**src/design/revg_pkg.sv**
```systemverilog
// -----------------------------------------------------------------------------
// revg_pkg
// Shared constants for the rotated ellipse vertex generator: CORDIC gain,
// quarter-turn scale and the arctangent step table.
// -----------------------------------------------------------------------------
package revg_pkg;

  localparam int CORDIC_W  = 32;
  localparam int TRIG_W    = 18;
  localparam int ATAN_LEN  = 24;

  localparam logic signed [CORDIC_W-1:0] GAIN_Q30    = 32'sd652032874;
  localparam logic        [30:0]         HALF_PI_Q30 = 31'd1686629713;

  // atan(2^-i), Q30 radians, rounded
  localparam logic signed [CORDIC_W-1:0] ATAN_Q30 [ATAN_LEN] = '{
    32'sd843314857, 32'sd497837829, 32'sd263043837, 32'sd133525159,
    32'sd67021687,  32'sd33543516,  32'sd16775851,  32'sd8388437,
    32'sd4194283,   32'sd2097149,   32'sd1048576,   32'sd524288,
    32'sd262144,    32'sd131072,    32'sd65536,     32'sd32768,
    32'sd16384,     32'sd8192,      32'sd4096,      32'sd2048,
    32'sd1024,      32'sd512,       32'sd256,       32'sd128
  };

endpackage

```
**src/design/revg_cordic.sv**
```systemverilog
// -----------------------------------------------------------------------------
// revg_cordic
// Pipelined rotation-mode CORDIC: cosine and sine of a 16-bit turn angle,
// Q16 result, registered at input, per stage and at output while en_i is high.
// -----------------------------------------------------------------------------
module revg_cordic #(
  parameter int STAGES = 16
) (
  input  logic                                 clk_i,
  input  logic                                 en_i,
  input  logic        [15:0]                   turn_i,
  output logic signed [revg_pkg::TRIG_W-1:0]   cos_o,
  output logic signed [revg_pkg::TRIG_W-1:0]   sin_o
);

  localparam logic [1:0] QUAD_0 = 2'd0;
  localparam logic [1:0] QUAD_1 = 2'd1;
  localparam logic [1:0] QUAD_2 = 2'd2;
  localparam logic [1:0] QUAD_3 = 2'd3;

  logic signed [revg_pkg::CORDIC_W-1:0] x_q [STAGES+1];
  logic signed [revg_pkg::CORDIC_W-1:0] y_q [STAGES+1];
  logic signed [revg_pkg::CORDIC_W-1:0] z_q [STAGES+1];
  logic        [1:0]                    q_q [STAGES+1];

  logic [44:0] zprod;
  logic signed [revg_pkg::CORDIC_W-1:0] c_d, s_d, cr_d, sr_d;
  logic signed [revg_pkg::TRIG_W-1:0]   cos_q, sin_q;

  assign zprod = 45'(turn_i[13:0]) * 45'(revg_pkg::HALF_PI_Q30);

  always_ff @(posedge clk_i) begin
    if (en_i) begin
      x_q[0] <= revg_pkg::GAIN_Q30;
      y_q[0] <= '0;
      z_q[0] <= $signed({1'b0, zprod[44:14]});
      q_q[0] <= turn_i[15:14];
    end
  end

  for (genvar i = 0; i < STAGES; i++) begin : g_stage
    always_ff @(posedge clk_i) begin
      if (en_i) begin
        q_q[i+1] <= q_q[i];
        if (z_q[i] >= 0) begin
          x_q[i+1] <= x_q[i] - (y_q[i] >>> i);
          y_q[i+1] <= y_q[i] + (x_q[i] >>> i);
          z_q[i+1] <= z_q[i] - revg_pkg::ATAN_Q30[i];
        end else begin
          x_q[i+1] <= x_q[i] + (y_q[i] >>> i);
          y_q[i+1] <= y_q[i] - (x_q[i] >>> i);
          z_q[i+1] <= z_q[i] + revg_pkg::ATAN_Q30[i];
        end
      end
    end
  end

  always_comb begin
    unique case (q_q[STAGES])
      QUAD_0: begin
        c_d = x_q[STAGES];
        s_d = y_q[STAGES];
      end
      QUAD_1: begin
        c_d = -y_q[STAGES];
        s_d = x_q[STAGES];
      end
      QUAD_2: begin
        c_d = -x_q[STAGES];
        s_d = -y_q[STAGES];
      end
      QUAD_3: begin
        c_d = y_q[STAGES];
        s_d = -x_q[STAGES];
      end
    endcase
    cr_d = c_d + 32'sd8192;
    sr_d = s_d + 32'sd8192;
  end

  always_ff @(posedge clk_i) begin
    if (en_i) begin
      cos_q <= cr_d[31:14];
      sin_q <= sr_d[31:14];
    end
  end

  assign cos_o = cos_q;
  assign sin_o = sin_q;

endmodule

```
**config.mk**
```make
export PLATFORM = sky130hd
export DESIGN_NAME = revg_cordic
export DESIGN_NICKNAME = d
export VERILOG_FILES = /design/src/design/revg_pkg.sv /design/src/design/revg_cordic.sv
export SDC_FILE = /design/constraint.sdc
export NUM_CORES = 2
export LEC_CHECK = 0
export BUFFER_PORTS_ARGS = -buffer_cell sky130_fd_sc_hd__buf_2
export CAP_MARGIN = 20
export CORE_ASPECT_RATIO = 0.5
export CORE_MARGIN = 4
export CORE_UTILIZATION = 27
export CTS_CLUSTER_DIAMETER = 80
export DETAILED_ROUTE_END_ITERATION = 8
export PLACE_DENSITY = 0.44
export SYNTH_ARGS = -nofsm -noshare
export SYNTH_HDL_FRONTEND = slang
export SYNTH_SLANG_ARGS = --single-unit
```
**constraint.sdc**
```tcl
create_clock -name clk_i -period 12.35 [get_ports clk_i]
set_input_delay 0.6175 -clock clk_i [delete_from_list [all_inputs] [get_ports clk_i]]
set_output_delay 0.6175 -clock clk_i [all_outputs]
set_load 0.01 [all_outputs]
```
After elaboration in Yosys (flattened, before gate mapping) --
Memories as Yosys holds them, arrays and structs flattened. Index checks and enable logic that the tools add are counted.
Cells by class: muxes and demuxes 148, add/sub/neg operators 99, bitwise logic cells 48, equality and inequality tests 3, multipliers 1, reduce and logical (&&, ||, !) cells 1, order comparisons 16
Operators by type and width (count):
- $mux W32 | 48
- $ge A32 B1 Y1 const B | 16
- $pmux W32 S4 | 2
- $mux W1 | 98
- $add A32 B15 Y32 const B | 2
- $add A32 B17 Y32 | 2
- $add A32 B18 Y32 | 2
- $add A32 B19 Y32 | 2
- $add A32 B20 Y32 | 2
- $add A32 B21 Y32 | 2
- $add A32 B22 Y32 | 2
- $add A32 B22 Y32 const B | 2
- $add A32 B23 Y32 | 2
- $add A32 B24 Y32 | 2
- $add A32 B25 Y32 | 2
- $add A32 B26 Y32 | 2
- $add A32 B27 Y32 | 2
- $add A32 B28 Y32 | 2
- $add A32 B29 Y32 | 2
- $add A32 B30 Y32 | 2
- $add A32 B31 Y32 | 2
- $neg A32 Y32 | 2
- $sub A32 B17 Y32 | 2
- $sub A32 B18 Y32 | 2
- 49 further kinds | 112
Storage, ports and cells: bits in writable memories 1666, word-level logic and storage cells 322, output and inout port bits 36, memories kept 4, register bits after elaboration 36
Memory list:
- x_q | depth 17, width 32, read ports 17, clocked after memory_dff 0, wr ports 17, line revg_cordic.sv:21 | logic signed [revg_pkg::CORDIC_W-1:0] x_q [STAGES+1];
- y_q | depth 17, width 32, read ports 17, clocked after memory_dff 0, wr ports 17, line revg_cordic.sv:22 | logic signed [revg_pkg::CORDIC_W-1:0] y_q [STAGES+1];
- z_q | depth 17, width 32, read ports 16, clocked after memory_dff 0, wr ports 17, line revg_cordic.sv:23 | logic signed [revg_pkg::CORDIC_W-1:0] z_q [STAGES+1];
- q_q | depth 17, width 2, read ports 17, clocked after memory_dff 0, wr ports 17, line revg_cordic.sv:24 | logic [1:0] q_q [STAGES+1];

Longest topological paths before layout --
word-level depth 5, mapped depth 26

Least setup slack after synthesis --
OpenSTA, ideal clock, no wires.
kind in2reg, start point input turn_i[2], end point memory z_q[0][30] in the netlist's numbering (data pin), arrival time 6694 ps, data required time 12090 ps, setup slack 5396 ps, stages on the path 21, cells stage by stage fa_1 -> inv_1 -> fa_1 -> inv_1 -> fa_1 -> fa_1 -> fa_1 -> fa_1 -> ha_1 -> a21oi_1 -> nor2b_1 -> o41a_1 -> a21o_1 -> a41oi_1 -> a211oi_1 -> a31oi_1 -> o21ai_0 -> o41ai_1 -> o311ai_0 -> a21oi_1 -> xnor2_1
RTL lines:
- from (decl) | line revg_cordic.sv:11 | input logic [15:0] turn_i,
- to (decl) | line revg_cordic.sv:23

==> flow_summary_export.csv <==
group,metric,value,unit
timing,relSlewSlack,0.302,
clock_tree,root_buffer,"clkbuf_16",
yosys,synth_area_per_cell,9.99,um^2
route,ant_nets,0,
worst_setup_path,ff2ff_setup_slack,5.13,ns
clock_tree,cts_tree,"done",
yosys,synth_seq_cells,1446,
worst_setup_path,path_class,"register to register",
timing,slew_viol_final,0,
route,finalWirelength,296,mm
timing,timing.fmax,138,MHz
grt,grt_max_degree,156,
yosys,ys.flop_type,"edfxtp_1",
route,drt_first_pass_iters,5,
job,maxCapViolations,0,
worst_setup_path,critPathLaunchType,"register",
yosys,syn_inst,11700,
final_layout,nets,13400,
clock_tree,cts_sinks,1446,
route,num_vias,83700,
run_status,status,"finished clean",
final_layout,syn2layout_area_growth,10.8,%
placed_design,io_buffers,53,
clock_tree,worstSkewPairLatency,0.86,ns
route,dr.first_iter.drc_count,3993,
worst_setup_path,crit_start,"z_q[4][0]",
yosys,synth_top_area_frac,0.371,
yosys,ys_warn_count,0,
worst_setup_path,reg2reg_to,"y_q[5][30]",
route,drcViolationCount,0,
yosys,synth-async-reset-ratio,0,
grt,grt_pass1_wl,471,mm
timing,clock_skew,0.0637,ns
timing,tightest_slew,1.05,ns
timing,hold_violations,0,
clock_tree,cts_buffers,171,
clock_tree,cts_buffer_depth,4,
worst_setup_path,worstReg2RegStart,"z_q[4][0]",
clock_tree,cts.clk_slew.worst_paths,0.06,ns
worst_setup_path,worst_ep_arrival_time,7.81,ns
floorplan,num_rows,170,
yosys,synth_seq_area_share,0.371,
route,wl_per_cell,16.7,um
grt,overflow,0,
clock_tree,post_cts_buffers,0,
floorplan,die-area,0.445,mm^2
floorplan,die_x,939,um
timing,tns,0,ns
yosys,ys_types,79,
yosys,netlist_top_cells_area,"edfxtp_1 (37%), ha_1 (15%), xnor2_1 (8.2%)",
route,routed_via_density,4.73,
worst_setup_path,critical_path.endpoint,"y_q[5][30]",
floorplan,design.core.area,0.430,mm^2
clock_tree,h-tree-depth,4,
timing,finalCritPeriodShare,0.585,
timing,finalSetupViolCount,0,
yosys,synth-edff-count,1446,
floorplan,ios,54,
worst_setup_path,end_kind,"register",
worst_setup_path,crit_fanout,54,
worst_setup_path,critPathRequiredTime,12.94,ns
timing,rsz0062_at_grt,"false",
grt,antenna_found_initial,0,
grt,track_usage,0.129,
min_path,holdCritPathClass,"primary input to register",
floorplan,chipHeight,474,um
yosys,synth_area,0.117,mm^2
yosys,synth_area_leader_cell,"edfxtp_1",
floorplan,start_util,0.272,
grt,grt_pass1_vias,84700,
timing,min_period,7.22,ns
worst_setup_path,reg2regPathDepth,23,
placed_design,place_congestion,0.843,
placed_design,hpwl,236,mm
final_layout,layout-drive-gt1-share,0.0415,
repair_timing:
| item | in CTS | in global routing |
|---|---|---|
| hold endpoints to repair | 2 | 0 |
| gates resized for setup | 0 | 0 |
| hold buffers | 2 | 0 |
area by class of cell:
type                       count  area [um^2]
tap                         5762         7210
antenna                        1         2.50
multi-input combinational   9471        70600
clock inverter                91          846
sequential                  1446        43400
timing repair buffer         125          863
clock buffer                 199         4430
fill                       44500       301000
inverter                     626         2350
critical path, stage by stage, from the launching register on:
cell       delay (ns)
edfxtp_1         0.43
nor4_1           0.35
nand4_1          0.21
o21ai_0          0.29
inv_1            0.08
nand2_2          0.07
buf_4            0.48
inv_1            0.54
nor2_1           0.24
xnor2_1          0.15
ha_1             0.28
a21o_1           0.19
a21oi_1          0.22
o21bai_1         0.10
a2111oi_0        0.60
o31ai_1          0.31
a221oi_1         0.51
o21ai_0          0.20
a21oi_1          0.28
a31oi_1          0.16
and4_1           0.23
a2111oi_0        0.66
a21oi_1          0.18
xor2_1           0.17
how the worst min path moves through the flow:
stage	start	endpoint	slack, ns	cells past startpoint
after floorplan	q_q[9][0]	q_q[10][0]	0.40	0
after CTS	en_i	x_q[14][4]	0.18	1
final	en_i	x_q[14][4]	0.24	1
after detailed placement	z_q[10][11]	z_q[11][11]	0.40	0
after global placement	q_q[7][0]	q_q[8][0]	0.40	0
after global routing	en_i	x_q[14][4]	0.20	1
routing by layer:
metal  track usage  vias up  share of wire
met2         0.231      973           0.48
met3        0.0152      459          0.025
met5             0        -              0
li1              -    43500              -
met4        0.0363        0          0.029
met1         0.165    38800           0.47
kinds of logic after synthesis:
kind of cell	count (synthesis)	share of synthesized area
and+or+nand+nor	3062	0.129
muxes	81	0.00710
xor gates and xnor gates	1723	0.129
DFF	1446	0.371
buffers and inverters	804	0.0259
adders and majority gates	1517	0.172
other	1	0.0000320
AOI/OAI and AO/OA	3086	0.165
state kept, by name, indices dropped and copies added (netlist names):
name,count
cos_o,18
q_q,34
y_q,449
x_q,447
sin_o,18
z_q,480
cell usage after synthesis, drive strengths merged, types with 11 or more instances:
library cell / number
and4: 23
a31oi: 68
o21bai: 170
a31o: 23
inv: 621
edfxtp: 1446
nand4: 65
xor2: 631
buf: 39
o31a: 28
o211ai: 21
nor2: 850
o21a: 127
a2111oi: 38
or2: 62
o41ai: 56
mux2i: 65
clkbuf: 139
a211oi: 85
fa: 158
ha: 1359
o311a: 20
o21ai: 591
mux2: 16
a21boi: 28
nor3b: 17
and2: 51
a21o: 408
nand2b: 201
nand2: 646
or3: 151
a311oi: 11
xnor2: 1092
a21oi: 1085
o31ai: 188
nand3: 175
nor3: 260
nor2b: 167
and3: 128
or4: 48
or4b: 13
a221oi: 36
nor4: 173
cell usage in the layout (no fill, tap or decap), types with 408 or more instances in the layout:
cell / count
ha_1: 1359
a21o_1: 408
xor2_1: 631
xnor2_1: 1092
nor2_1: 850
o21ai_0: 586
nand2_1: 641
edfxtp_1: 1446
a21oi_1: 1085
inv_1: 617
stage by stage:
step	instance area, um^2	util	instances	hold WS, ns	setup slack [ns]
after floorplan	117000	-	11700	0.400	5.40
after global placement	124000	0.289	17400	0.402	4.33
after detailed placement	124000	0.289	17400	0.405	4.46
after CTS	130000	0.301	17700	0.182	4.94
after global routing	130000	0.301	17700	0.203	4.23
final	130000	0.301	17700	0.242	5.13
Power is not shown: default switching activity piles up to over one toggle a cycle in this logic, so the estimate is an artifact.
